$ cat src/rtl/core/mabe_pkg.sv
package mabe_pkg;

  // Widths of the pixel payload.
  localparam int PIXEL_W = 32;
  localparam int MASK_W  = 8;
  localparam int BYTE_W  = 8;
  localparam int LANES   = PIXEL_W / BYTE_W;

  // Widths of the configuration registers and of the emitted indices.
  localparam int COORD_W   = 12;
  localparam int CFG_DIM_W = 13;
  localparam int IDX_W     = 25;

  // Configuration port geometry.
  localparam int DATA_W    = 32;
  localparam int ADDR_W    = 5;
  localparam int REG_IDX_W = 3;

  // Default largest rectangle side.
  localparam int MAX_DIM_DEF = 4096;

  // Blend constants: full weight and the mask codes with special meaning.
  localparam logic [BYTE_W:0]   BLEND_ONE = 9'd256;
  localparam logic [BYTE_W-1:0] BYTE_MAX  = 8'hff;
  localparam logic [MASK_W-1:0] MASK_SKIP = 8'h00;
  localparam logic [MASK_W-1:0] MASK_COPY = 8'hff;

  // Register map, word index on the configuration port.
  typedef enum logic [REG_IDX_W-1:0] {
    REG_SRC_X        = 3'd0,
    REG_SRC_Y        = 3'd1,
    REG_DST_X        = 3'd2,
    REG_DST_Y        = 3'd3,
    REG_RECT_WIDTH   = 3'd4,
    REG_RECT_HEIGHT  = 3'd5,
    REG_SOURCE_PITCH = 3'd6,
    REG_SCREEN_WIDTH = 3'd7
  } reg_idx_t;

endpackage

$ cat src/rtl/core/mabe_blend.sv
module mabe_blend
  import mabe_pkg::*;
(
  input  logic [PIXEL_W-1:0] source_pixel,
  input  logic [MASK_W-1:0]  mask_level,
  input  logic [PIXEL_W-1:0] screen_pixel,
  output logic [PIXEL_W-1:0] new_pixel,
  output logic               write_enable
);

  logic [PIXEL_W-1:0] mixed;
  logic [BYTE_W:0]    inv_weight;

  // The screen byte is weighted by the complement of the mask.
  assign inv_weight = BLEND_ONE - {1'b0, mask_level};

  // Each of the four bytes is blended on its own lane.
  for (genvar g = 0; g < LANES; g++) begin : g_lane
    logic [BYTE_W-1:0]     s_byte;
    logic [BYTE_W-1:0]     d_byte;
    logic [2*BYTE_W-1:0]   s_prod;
    logic [2*BYTE_W:0]     d_prod;
    logic [BYTE_W+1:0]     total;

    assign s_byte = source_pixel[g*BYTE_W +: BYTE_W];
    assign d_byte = screen_pixel[g*BYTE_W +: BYTE_W];
    assign s_prod = (2*BYTE_W)'(s_byte) * (2*BYTE_W)'(mask_level);
    assign d_prod = (2*BYTE_W+1)'(d_byte) * (2*BYTE_W+1)'(inv_weight);
    assign total  = (BYTE_W+2)'(s_prod[2*BYTE_W-1:BYTE_W])
                  + (BYTE_W+2)'(d_prod[2*BYTE_W:BYTE_W]);

    // Saturate the sum of the two weighted parts.
    assign mixed[g*BYTE_W +: BYTE_W] =
      (total > (BYTE_W+2)'(BYTE_MAX)) ? BYTE_MAX : total[BYTE_W-1:0];
  end

  // A clear mask keeps the screen word, a solid mask copies the source.
  always_comb begin
    if (mask_level == MASK_SKIP) begin
      new_pixel    = screen_pixel;
      write_enable = 1'b0;
    end else if (mask_level == MASK_COPY) begin
      new_pixel    = source_pixel;
      write_enable = 1'b1;
    end else begin
      new_pixel    = mixed;
      write_enable = 1'b1;
    end
  end

endmodule

$ cat src/rtl/core/mabe_index.sv
module mabe_index
  import mabe_pkg::*;
#(
  parameter int SUM_W = COORD_W + 1
)
(
  input  logic [SUM_W-1:0]     row_sum,
  input  logic [SUM_W-1:0]     col_sum,
  input  logic [CFG_DIM_W-1:0] pitch,
  output logic [IDX_W-1:0]     index
);

  localparam int PROD_W = SUM_W + CFG_DIM_W;
  localparam int TOT_W  = PROD_W + 1;

  logic [PROD_W-1:0] row_base;
  logic [TOT_W-1:0]  total;

  // Row start times pitch plus column; the address space wraps at the index width.
  assign row_base = PROD_W'(row_sum) * PROD_W'(pitch);
  assign total    = TOT_W'(row_base) + TOT_W'(col_sum);
  assign index    = total[IDX_W-1:0];

endmodule

$ cat src/rtl/core/masked_alpha_blit_engine_core.sv
// A result is offered once its pixel transfer has passed the input register, then the
// result register; the blend and both index multiply-adds sit between them.
// Throughput: one pixel per cycle, limited only by the result side stalling.
// Reset (synchronous, active high) empties both stages, clears the column and row
// counters and returns the registers to zero, with both pitches set to one.
module masked_alpha_blit_engine_core
  import mabe_pkg::*;
#(
  parameter int MAX_DIM = MAX_DIM_DEF
)
(
  input  logic                 clk,
  input  logic                 rst,

  // Configuration port.
  input  logic                 psel,
  input  logic                 penable,
  input  logic                 pwrite,
  input  logic [ADDR_W-1:0]    paddr,
  input  logic [DATA_W-1:0]    pwdata,
  output logic [DATA_W-1:0]    prdata,
  output logic                 pready,

  // Pixel channel.
  input  logic                 pixel_valid,
  output logic                 pixel_stall,
  input  logic [PIXEL_W-1:0]   source_pixel,
  input  logic [MASK_W-1:0]    mask_level,
  input  logic [PIXEL_W-1:0]   screen_pixel,

  // Result channel.
  output logic                 result_valid,
  input  logic                 result_stall,
  output logic [IDX_W-1:0]     source_index,
  output logic [IDX_W-1:0]     screen_index,
  output logic [PIXEL_W-1:0]   new_pixel,
  output logic                 write_enable,
  output logic                 last_pixel
);

  localparam int CNT_W    = $clog2(MAX_DIM);
  localparam int LIM_BITS = $clog2(MAX_DIM + 1);
  localparam int LIM_W    = (LIM_BITS > CFG_DIM_W) ? LIM_BITS : CFG_DIM_W;
  localparam int SUM_W    = ((CNT_W > COORD_W) ? CNT_W : COORD_W) + 1;

  // Configuration registers.
  logic [COORD_W-1:0]   src_x;
  logic [COORD_W-1:0]   src_y;
  logic [COORD_W-1:0]   dst_x;
  logic [COORD_W-1:0]   dst_y;
  logic [CFG_DIM_W-1:0] rect_width;
  logic [CFG_DIM_W-1:0] rect_height;
  logic [CFG_DIM_W-1:0] source_pitch;
  logic [CFG_DIM_W-1:0] screen_width;

  // Position within the rectangle.
  logic [CNT_W-1:0]     column_count;
  logic [CNT_W-1:0]     row_count;

  // Input stage.
  logic                 s1_valid;
  logic [PIXEL_W-1:0]   s1_source;
  logic [MASK_W-1:0]    s1_mask;
  logic [PIXEL_W-1:0]   s1_screen;
  logic [SUM_W-1:0]     s1_src_row;
  logic [SUM_W-1:0]     s1_src_col;
  logic [SUM_W-1:0]     s1_dst_row;
  logic [SUM_W-1:0]     s1_dst_col;
  logic                 s1_last;

  logic                 cfg_write;
  reg_idx_t             cfg_sel;
  logic                 s2_load;
  logic                 accept;
  logic [LIM_W-1:0]     width_lim;
  logic [LIM_W-1:0]     height_lim;
  logic                 empty_rect;
  logic [LIM_W-1:0]     col_inc;
  logic [LIM_W-1:0]     row_inc;
  logic                 row_end;
  logic                 rect_end;
  logic [IDX_W-1:0]     src_idx_calc;
  logic [IDX_W-1:0]     dst_idx_calc;
  logic [PIXEL_W-1:0]   pixel_calc;
  logic                 write_calc;

  // Configuration write and read decode.
  assign pready    = 1'b1;
  assign cfg_write = psel && penable && pwrite && pready;
  assign cfg_sel   = reg_idx_t'(paddr[ADDR_W-1:2]);

  always_comb begin
    unique case (cfg_sel)
      REG_SRC_X:        prdata = DATA_W'(src_x);
      REG_SRC_Y:        prdata = DATA_W'(src_y);
      REG_DST_X:        prdata = DATA_W'(dst_x);
      REG_DST_Y:        prdata = DATA_W'(dst_y);
      REG_RECT_WIDTH:   prdata = DATA_W'(rect_width);
      REG_RECT_HEIGHT:  prdata = DATA_W'(rect_height);
      REG_SOURCE_PITCH: prdata = DATA_W'(source_pitch);
      REG_SCREEN_WIDTH: prdata = DATA_W'(screen_width);
      default:          prdata = '0;
    endcase
  end

  // Rectangle limits, clamped to the largest supported side.
  assign width_lim  = (LIM_W'(rect_width) > LIM_W'(MAX_DIM)) ?
                      LIM_W'(MAX_DIM) : LIM_W'(rect_width);
  assign height_lim = (LIM_W'(rect_height) > LIM_W'(MAX_DIM)) ?
                      LIM_W'(MAX_DIM) : LIM_W'(rect_height);
  assign empty_rect = (width_lim == '0) || (height_lim == '0);

  // End of row and end of rectangle for the pixel being taken.
  assign col_inc  = LIM_W'(column_count) + LIM_W'(1);
  assign row_inc  = LIM_W'(row_count) + LIM_W'(1);
  assign row_end  = col_inc >= width_lim;
  assign rect_end = row_end && (row_inc >= height_lim);

  // Pipeline flow: the result register loads when it is empty or its transfer completes.
  assign s2_load     = !result_valid || !result_stall;
  assign pixel_stall = s1_valid && !s2_load;
  assign accept      = pixel_valid && !pixel_stall;

  // Per-pixel work between the input stage and the result register.
  mabe_blend u_blend (
    .source_pixel (s1_source),
    .mask_level   (s1_mask),
    .screen_pixel (s1_screen),
    .new_pixel    (pixel_calc),
    .write_enable (write_calc)
  );

  mabe_index #(.SUM_W(SUM_W)) u_src_index (
    .row_sum (s1_src_row),
    .col_sum (s1_src_col),
    .pitch   (source_pitch),
    .index   (src_idx_calc)
  );

  mabe_index #(.SUM_W(SUM_W)) u_dst_index (
    .row_sum (s1_dst_row),
    .col_sum (s1_dst_col),
    .pitch   (screen_width),
    .index   (dst_idx_calc)
  );

  // Registers, counters and control state.
  always_ff @(posedge clk) begin
    if (rst) begin
      src_x        <= '0;
      src_y        <= '0;
      dst_x        <= '0;
      dst_y        <= '0;
      rect_width   <= '0;
      rect_height  <= '0;
      source_pitch <= CFG_DIM_W'(1);
      screen_width <= CFG_DIM_W'(1);
      column_count <= '0;
      row_count    <= '0;
      s1_valid     <= 1'b0;
      result_valid <= 1'b0;
    end else begin
      // Any register write restarts the rectangle.
      if (cfg_write) begin
        unique case (cfg_sel)
          REG_SRC_X:        src_x        <= pwdata[COORD_W-1:0];
          REG_SRC_Y:        src_y        <= pwdata[COORD_W-1:0];
          REG_DST_X:        dst_x        <= pwdata[COORD_W-1:0];
          REG_DST_Y:        dst_y        <= pwdata[COORD_W-1:0];
          REG_RECT_WIDTH:   rect_width   <= pwdata[CFG_DIM_W-1:0];
          REG_RECT_HEIGHT:  rect_height  <= pwdata[CFG_DIM_W-1:0];
          REG_SOURCE_PITCH: source_pitch <= pwdata[CFG_DIM_W-1:0];
          REG_SCREEN_WIDTH: screen_width <= pwdata[CFG_DIM_W-1:0];
          default:          src_x        <= src_x;
        endcase
        column_count <= '0;
        row_count    <= '0;
      end else if (accept && !empty_rect) begin
        if (rect_end) begin
          column_count <= '0;
          row_count    <= '0;
        end else if (row_end) begin
          column_count <= '0;
          row_count    <= row_inc[CNT_W-1:0];
        end else begin
          column_count <= col_inc[CNT_W-1:0];
        end
      end

      // A pixel of an empty rectangle is taken and dropped.
      if (!s1_valid || s2_load) begin
        s1_valid <= accept && !empty_rect;
      end

      if (s2_load) begin
        result_valid <= s1_valid;
      end
    end
  end

  // Input stage payload, with row and column sums formed ahead of the multiply.
  always_ff @(posedge clk) begin
    if (accept) begin
      s1_source  <= source_pixel;
      s1_mask    <= mask_level;
      s1_screen  <= screen_pixel;
      s1_src_row <= SUM_W'(src_y) + SUM_W'(row_count);
      s1_src_col <= SUM_W'(src_x) + SUM_W'(column_count);
      s1_dst_row <= SUM_W'(dst_y) + SUM_W'(row_count);
      s1_dst_col <= SUM_W'(dst_x) + SUM_W'(column_count);
      s1_last    <= rect_end;
    end
  end

  // Result register payload.
  always_ff @(posedge clk) begin
    if (s2_load && s1_valid) begin
      source_index <= src_idx_calc;
      screen_index <= dst_idx_calc;
      new_pixel    <= pixel_calc;
      write_enable <= write_calc;
      last_pixel   <= s1_last;
    end
  end

endmodule
$ cat config.mk
export PLATFORM = sky130hd
export DESIGN_NAME = masked_alpha_blit_engine_core
export DESIGN_NICKNAME = d
export VERILOG_FILES = /design/src/rtl/core/mabe_pkg.sv /design/src/rtl/core/mabe_blend.sv /design/src/rtl/core/mabe_index.sv /design/src/rtl/core/masked_alpha_blit_engine_core.sv
export SDC_FILE = /design/constraint.sdc
export NUM_CORES = 2
export LEC_CHECK = 0
export BUFFER_PORTS_ARGS = -buffer_cell sky130_fd_sc_hd__clkbuf_2
export CAP_MARGIN = 30
export CORE_MARGIN = 1.5
export CORE_UTILIZATION = 55
export CTS_CLUSTER_DIAMETER = 60
export DETAILED_ROUTE_END_ITERATION = 6
export PLACE_DENSITY_LB_ADDON = 0.15
export SLEW_MARGIN = 0
export SYNTH_ARGS = -nofsm -noshare
export SYNTH_HDL_FRONTEND = slang
export SYNTH_SLANG_ARGS = --single-unit
$ cat constraint.sdc
create_clock -name clk -period 19.8 [get_ports clk]
set_input_delay 1.98 -clock clk [delete_from_list [all_inputs] [get_ports clk]]
set_output_delay 1.98 -clock clk [all_outputs]
set_load 0.005 [all_outputs]
Word-level counts from Yosys, hierarchy flattened
Index checks and enable logic that the tools add are counted.

Add/subtract/negate cells: 13. Multipliers: 10. $lt $le $gt $ge: 8. Eq/ne operators: 8. Multiplexer cells: 14. Reductions and logical operators: 31.

Operator list (number): 32-bit one-hot mux with 8 select lines (1); 8-bit by 9-bit multiplier with 17-bit output (4); 8-bit by 8-bit multiplier with 16-bit output (4); 32-bit 2-to-1 mux (2); 12-bit by 12-bit adder with 13-bit output (4); 25-bit by 13-bit adder with 25-bit output (2); 13-bit by 13-bit multiplier with 25-bit output (2); 12-bit 2-to-1 mux (4); 8-bit by 9-bit adder with 10-bit output (4); 10-bit by 8-bit > comparator with 1-bit output, second input constant (4); 8-bit 2-to-1 mux (4); 12-bit by 1-bit adder with 13-bit output, second input constant (2); 13-bit greater-or-equal comparator (2); 13-bit > comparator, second input constant (2); 13-bit zero test (2); 13-bit 2-to-1 mux (2); 2-bit AND reduction (9); 3-bit equality test, second input constant (4); 9-bit by 8-bit subtractor with 9-bit output, first input constant (1); 8-bit equality test, second input constant (1); 8-bit zero test (1); 1-bit logical AND (7); 3-bit by 2-bit equality test with 1-bit output, second input constant (2); 1-bit zero test (6); 6 further kinds (8).

Bits in registers: 335. Input port bits: 116. Output and inout bits: 119.

Longest topological paths before layout
Depth in word-level cells: 8. Gate-level depth with buffers: 34. Depth with buffers taken out: 30.

Modules after synthesis
A second synthesis with hierarchy kept.

Cell total of the unflattened synthesis: 4835. Area total of the unflattened synthesis: 44720.4 um^2.

Modules (own cells, without submodules): mabe_blend (instances 1, cells an instance 2133, area each 17692.0 um^2, seq. area each 0.0 um^2); masked_alpha_blit_engine_core (instances 1, cells an instance 1314, area each 14986.9 um^2, seq. area each 8798.4 um^2); mabe_index (instances 2, cells an instance 694, area each 6020.8 um^2, seq. area each 0.0 um^2).

Worst setup path before layout
OpenSTA, ideal clock, no wires.

Path type: input-to-reg. Start: in result_stall. End: reg last_pixel, enable pin. Arrival time: 8.081 ns. Data required time: 19.146 ns. Setup slack: 11.065 ns. Stages on the path: 1. Path buffers: 0. Cell sequence: a21boi_0.

Word-level cells in the longest chain between the ends: 3.

Ends and longest elaborated chain: start, declared (line masked_alpha_blit_engine_core.sv:33) `input logic result_stall,`; 1-bit zero test (line masked_alpha_blit_engine_core.sv:120) `assign s2_load = !result_valid || !result_stall;`; 1-bit logical OR (line masked_alpha_blit_engine_core.sv:120); 1-bit logical AND (line masked_alpha_blit_engine_core.sv:217) `if (s2_load && s1_valid) begin`; end signal, assigned (line masked_alpha_blit_engine_core.sv:222) `last_pixel <= s1_last;`; end, declared (line masked_alpha_blit_engine_core.sv:38) `output logic last_pixel`.

Every way passes these cells. A chain may end at the register's enable or synchronous reset.

Worst setup path in the final report
Start: reg s1_mask[0]. End: reg new_pixel[13], data pin.

Word-level cells in the longest chain between the ends: 7. Elaborated cells between the ends (all ways): 10. Those cells by class: add/sub: 2; mul: 2; order compare: 1; eq/ne: 1; mux: 3; reduce/logical: 1.

Ends and longest elaborated chain: start, declared (line masked_alpha_blit_engine_core.sv:63) `logic [MASK_W-1:0] s1_mask;`; start signal, assigned (line masked_alpha_blit_engine_core.sv:205) `s1_mask <= mask_level;`; 9-bit by 8-bit subtractor with 9-bit output (line mabe_blend.sv:15) `assign inv_weight = BLEND_ONE - {1'b0, mask_level};`; 8-bit by 9-bit multiplier with 17-bit output (line mabe_blend.sv:28) `assign d_prod = (2*BYTE_W+1)'(d_byte) * (2*BYTE_W+1)'(inv_weight);`; 8-bit by 9-bit adder with 10-bit output (line mabe_blend.sv:30) `+ (BYTE_W+2)'(d_prod[2*BYTE_W:BYTE_W]);`; 10-bit by 8-bit > comparator with 1-bit output (line mabe_blend.sv:34) `(total > (BYTE_W+2)'(BYTE_MAX)) ? BYTE_MAX : total[BYTE_W-1:0];`; 8-bit 2-to-1 mux (line mabe_blend.sv:34); 32-bit 2-to-1 mux (line mabe_blend.sv:42) `end else if (mask_level == MASK_COPY) begin`; 32-bit 2-to-1 mux * (line mabe_blend.sv:39) `if (mask_level == MASK_SKIP) begin`; via pixel_calc[13] (line masked_alpha_blit_engine_core.sv:84) `logic [PIXEL_W-1:0] pixel_calc;`; end signal, assigned (line masked_alpha_blit_engine_core.sv:220) `new_pixel <= pixel_calc;`; end, declared (line masked_alpha_blit_engine_core.sv:36) `output logic [PIXEL_W-1:0] new_pixel,`.

The timed path passes the listed nets; every way through them passes the cells marked *.

==> flow_summary.yaml <==
sta:
  finalHoldViolations: 0
  finalCriticalPeriod_ns: 8.222
  worst_pin_slew_ns: 0.8774
  maxSlewHeadroom_pct: 41.50
  slew_viol_final: 0
  setup_viol: 0
  finalClockSkew_ns: 0.02450
  fin_crit_sh_pct: 41.52
  clock.fmax_ghz: 0.1216
  rsz0062_at_grt: "false"
  tns_ns: 0
grt:
  grt_pass1_vias: 33260
  grt_use_total_pct: 27.03
  grt_pass1_wl_um: 175900
  antenna_found_initial: 1
  grt_start_max_net_pins: 72
  grt-ovfl-total: 0
place:
  io_buffer_count: 193
  routabilityCongestion: 0.9490
  place_hpwl_um: 80740
synthesis:
  yosysUniqueCellTypes: 75
  yosys_warnings: 0
  netlist_instances: 4755
  netlist_area_um2: 44070
  async_flop_share_pct: 0
  synth_seq_cells: 335
  postSynthAreaPerCell_um2: 9.269
  synthFlopType: "edfxtp_1"
  seq_area_frac_synth_pct: 19.96
  synth-edff-count: 209
critical_path:
  critPathRequiredTime_ns: 20.16
  crit_path_max_fanout: 58
  cp-endpoint: "new_pixel[13]$_DFFE_PP_"
  cpMostUsedCell: "fa_1"
  crit_arrival_ns: 8.58
  r2r_start: "s1_mask[0]$_DFFE_PP_"
  crit_path_end_kind: "register"
  crit-reg2reg-capture: "new_pixel[13]$_DFFE_PP_"
  slowest_stage: "xor2_2"
  startpoint: "s1_mask[0]$_DFFE_PP_"
  rrSetupSlack_ns: 11.58
  crit_type: "register to register"
  start_kind: "register"
  cpPeakStageDelay_ns: 0.70
  worstRegToRegCells: 28
run_status:
  status: "completed"
power:
  cellLeakagePower_nw: 22.94
  power.density_nw_per_um2: 115.8
  peakVddDrop_mv: 0.2024
cells_and_area:
  fillerInstances: 7038
  multiInputGateArea_um2: 31890
  syn2layout_area_growth_pct: 7.864
  layout-drive-gt1-share_pct: 7.130
  mostFrequentLayoutCells: "695 x inv_1, 638 x nand2_1, 570 x fa_1"
  final_common_cell: "inv_1"
  final-seq-area_um2: 8798
  fin_util_pct: 60.08
  layout.nets: 6063
floorplan:
  die_w_um: 286.1
  pin_count: 235
  dieArea_um2: 81840
  die_h_um: 286.1
  rows: 103
  initial_core_util_pct: 55.70
  core_area_um2: 79130
clock_tree:
  cts_root_buf: "clkbuf_16"
  clock_latency_ns: 0.63
  postCtsHoldBufs: 0
  cts_tree: "done"
  ctsResizeCount: 0
  cts_max_level: 2
  clockBufferDepth: 3
  cts_sinks: 335
  numCtsBuffers: 49
  cts_setup_buffers: 0
  cts.clk_slew.worst_paths_ns: 0.06
drt:
  detail-route-antenna-nets: 0
  post_drt_wl_per_cell_um: 18.15
  wl_um: 107400
  drc_errors: 0
  drtIter0Drc: 1747
  vias_per_cell: 5.516
  vias: 32640
  first_pass_iters: 6
run:
  drv_cap: 0
worst_hold_path:
  hp-class: "register to register"
  worstHoldPathCells: 0
[power breakdown]
group / switching [mW] / internal (mW) / leakage, nW
clock network: 0.379 / 0.536 / 0.831
registers: 0.0489 / 0.928 / 2.98
logic: 1.95 / 1.67 / 19.1
total: 2.37 / 3.13 / 22.9
[synthesized netlist by cell type, drive strengths merged (43+ instances only)]
master  number  share of area (%)
a21oi      184                2.1
and2       467                6.6
buf         43               0.55
clkbuf     180                1.5
dfxtp      126                5.7
edfxtp     209                 14
fa         570                 26
ha         550                 16
inv        695                5.9
mux2i       48                1.1
nand2      638                5.4
nor2       249                2.1
nor3        45               0.51
o21a        46               0.78
o21ai      101                1.1
xnor2      129                2.6
xor2        66                1.3
[routing by layer]
metal | vias to the layer above | routed length (um) | global-route usage, %
li1 | 15390 | - | -
met2 | 815 | 50820 | 45.06
met3 | 173 | 6019 | 3.589
met1 | 16260 | 47490 | 36.68
met5 | - | 0 | 0
met4 | 0 | 3083 | 8.267
[sequential cells by signal, summed over array words and instances, names as in the netlist, 12 cells and up]
signal and cells:
row_count 12, rect_height 13, s1_dst_col 13, column_count 12, new_pixel 32, rect_width 13
src_x 12, source_pitch 13, s1_src_row 13, screen_index 25, s1_src_col 13, screen_width 13
src_y 12, dst_x 12, s1_dst_row 13, source_index 25, dst_y 12, s1_source 32
s1_screen 32
[kinds of logic after synthesis]
| kind of cell | synth area share [%] |
|---|---|
| muxes | 1.448 |
| other | 0.01704 |
| and+or+nand+nor | 17.42 |
| adders and majority gates | 41.50 |
| xor gates and xnor gates | 3.875 |
| DFF | 19.96 |
| buffers and inverters | 8.000 |
| AOI/OAI and AO/OA | 7.776 |
[area by class of cell]
type | instances | share of cell area (%)
Clock inverter | 34 | 0.7343
Multi-Input combinational cell | 3520 | 67.09
Sequential cell | 335 | 18.51
Clock buffer | 57 | 2.816
Tap cell | 1050 | 2.764
Antenna cell | 1 | 0.005264
Timing Repair Buffer | 226 | 2.600
Inverter | 695 | 5.488
[critical path, delay by kind of cell, from the launching register on]
| kind | cells | cell delay (ns) |
|---|---|---|
| AO/OA/AOI/OAI | 6 | 1.59 |
| AND/OR/NAND/NOR | 8 | 1.30 |
| adder cells (fa/ha/maj) | 7 | 2.68 |
| XOR/XNOR | 2 | 0.83 |
| buffers and inverters | 5 | 1.18 |
| flip-flops | 1 | 0.32 |
[stage by stage]
step | std cells | instance area [um2] | hold slack (ns) | setup slack (ns) | total power [mW]
final | 5918 | 47540 | 0.4465 | 11.58 | 5.507
after global routing | 5918 | 47540 | 0.4594 | 11.03 | 6.133
after CTS | 5916 | 47510 | 0.4426 | 11.61 | 5.550
after detailed placement | 5825 | 45820 | 0.4255 | 11.63 | 4.596
after global placement | 5824 | 45810 | 0.4215 | 11.76 | 4.548
after floorplan | 4773 | 44140 | 0.4003 | 11.07 | 3.842
[worst min-delay path by stage]
stage	from	end	slack (ns)
final	s1_last$_DFFE_PP_	last_pixel$_DFFE_PP_	0.45
after global routing	s1_last$_DFFE_PP_	last_pixel$_DFFE_PP_	0.46
after CTS	s1_last$_DFFE_PP_	last_pixel$_DFFE_PP_	0.44
after detailed placement	s1_last$_DFFE_PP_	last_pixel$_DFFE_PP_	0.43
after global placement	s1_last$_DFFE_PP_	last_pixel$_DFFE_PP_	0.42
after floorplan	s1_last$_DFFE_PP_	last_pixel$_DFFE_PP_	0.40
Power figures use the tool's default switching activity.
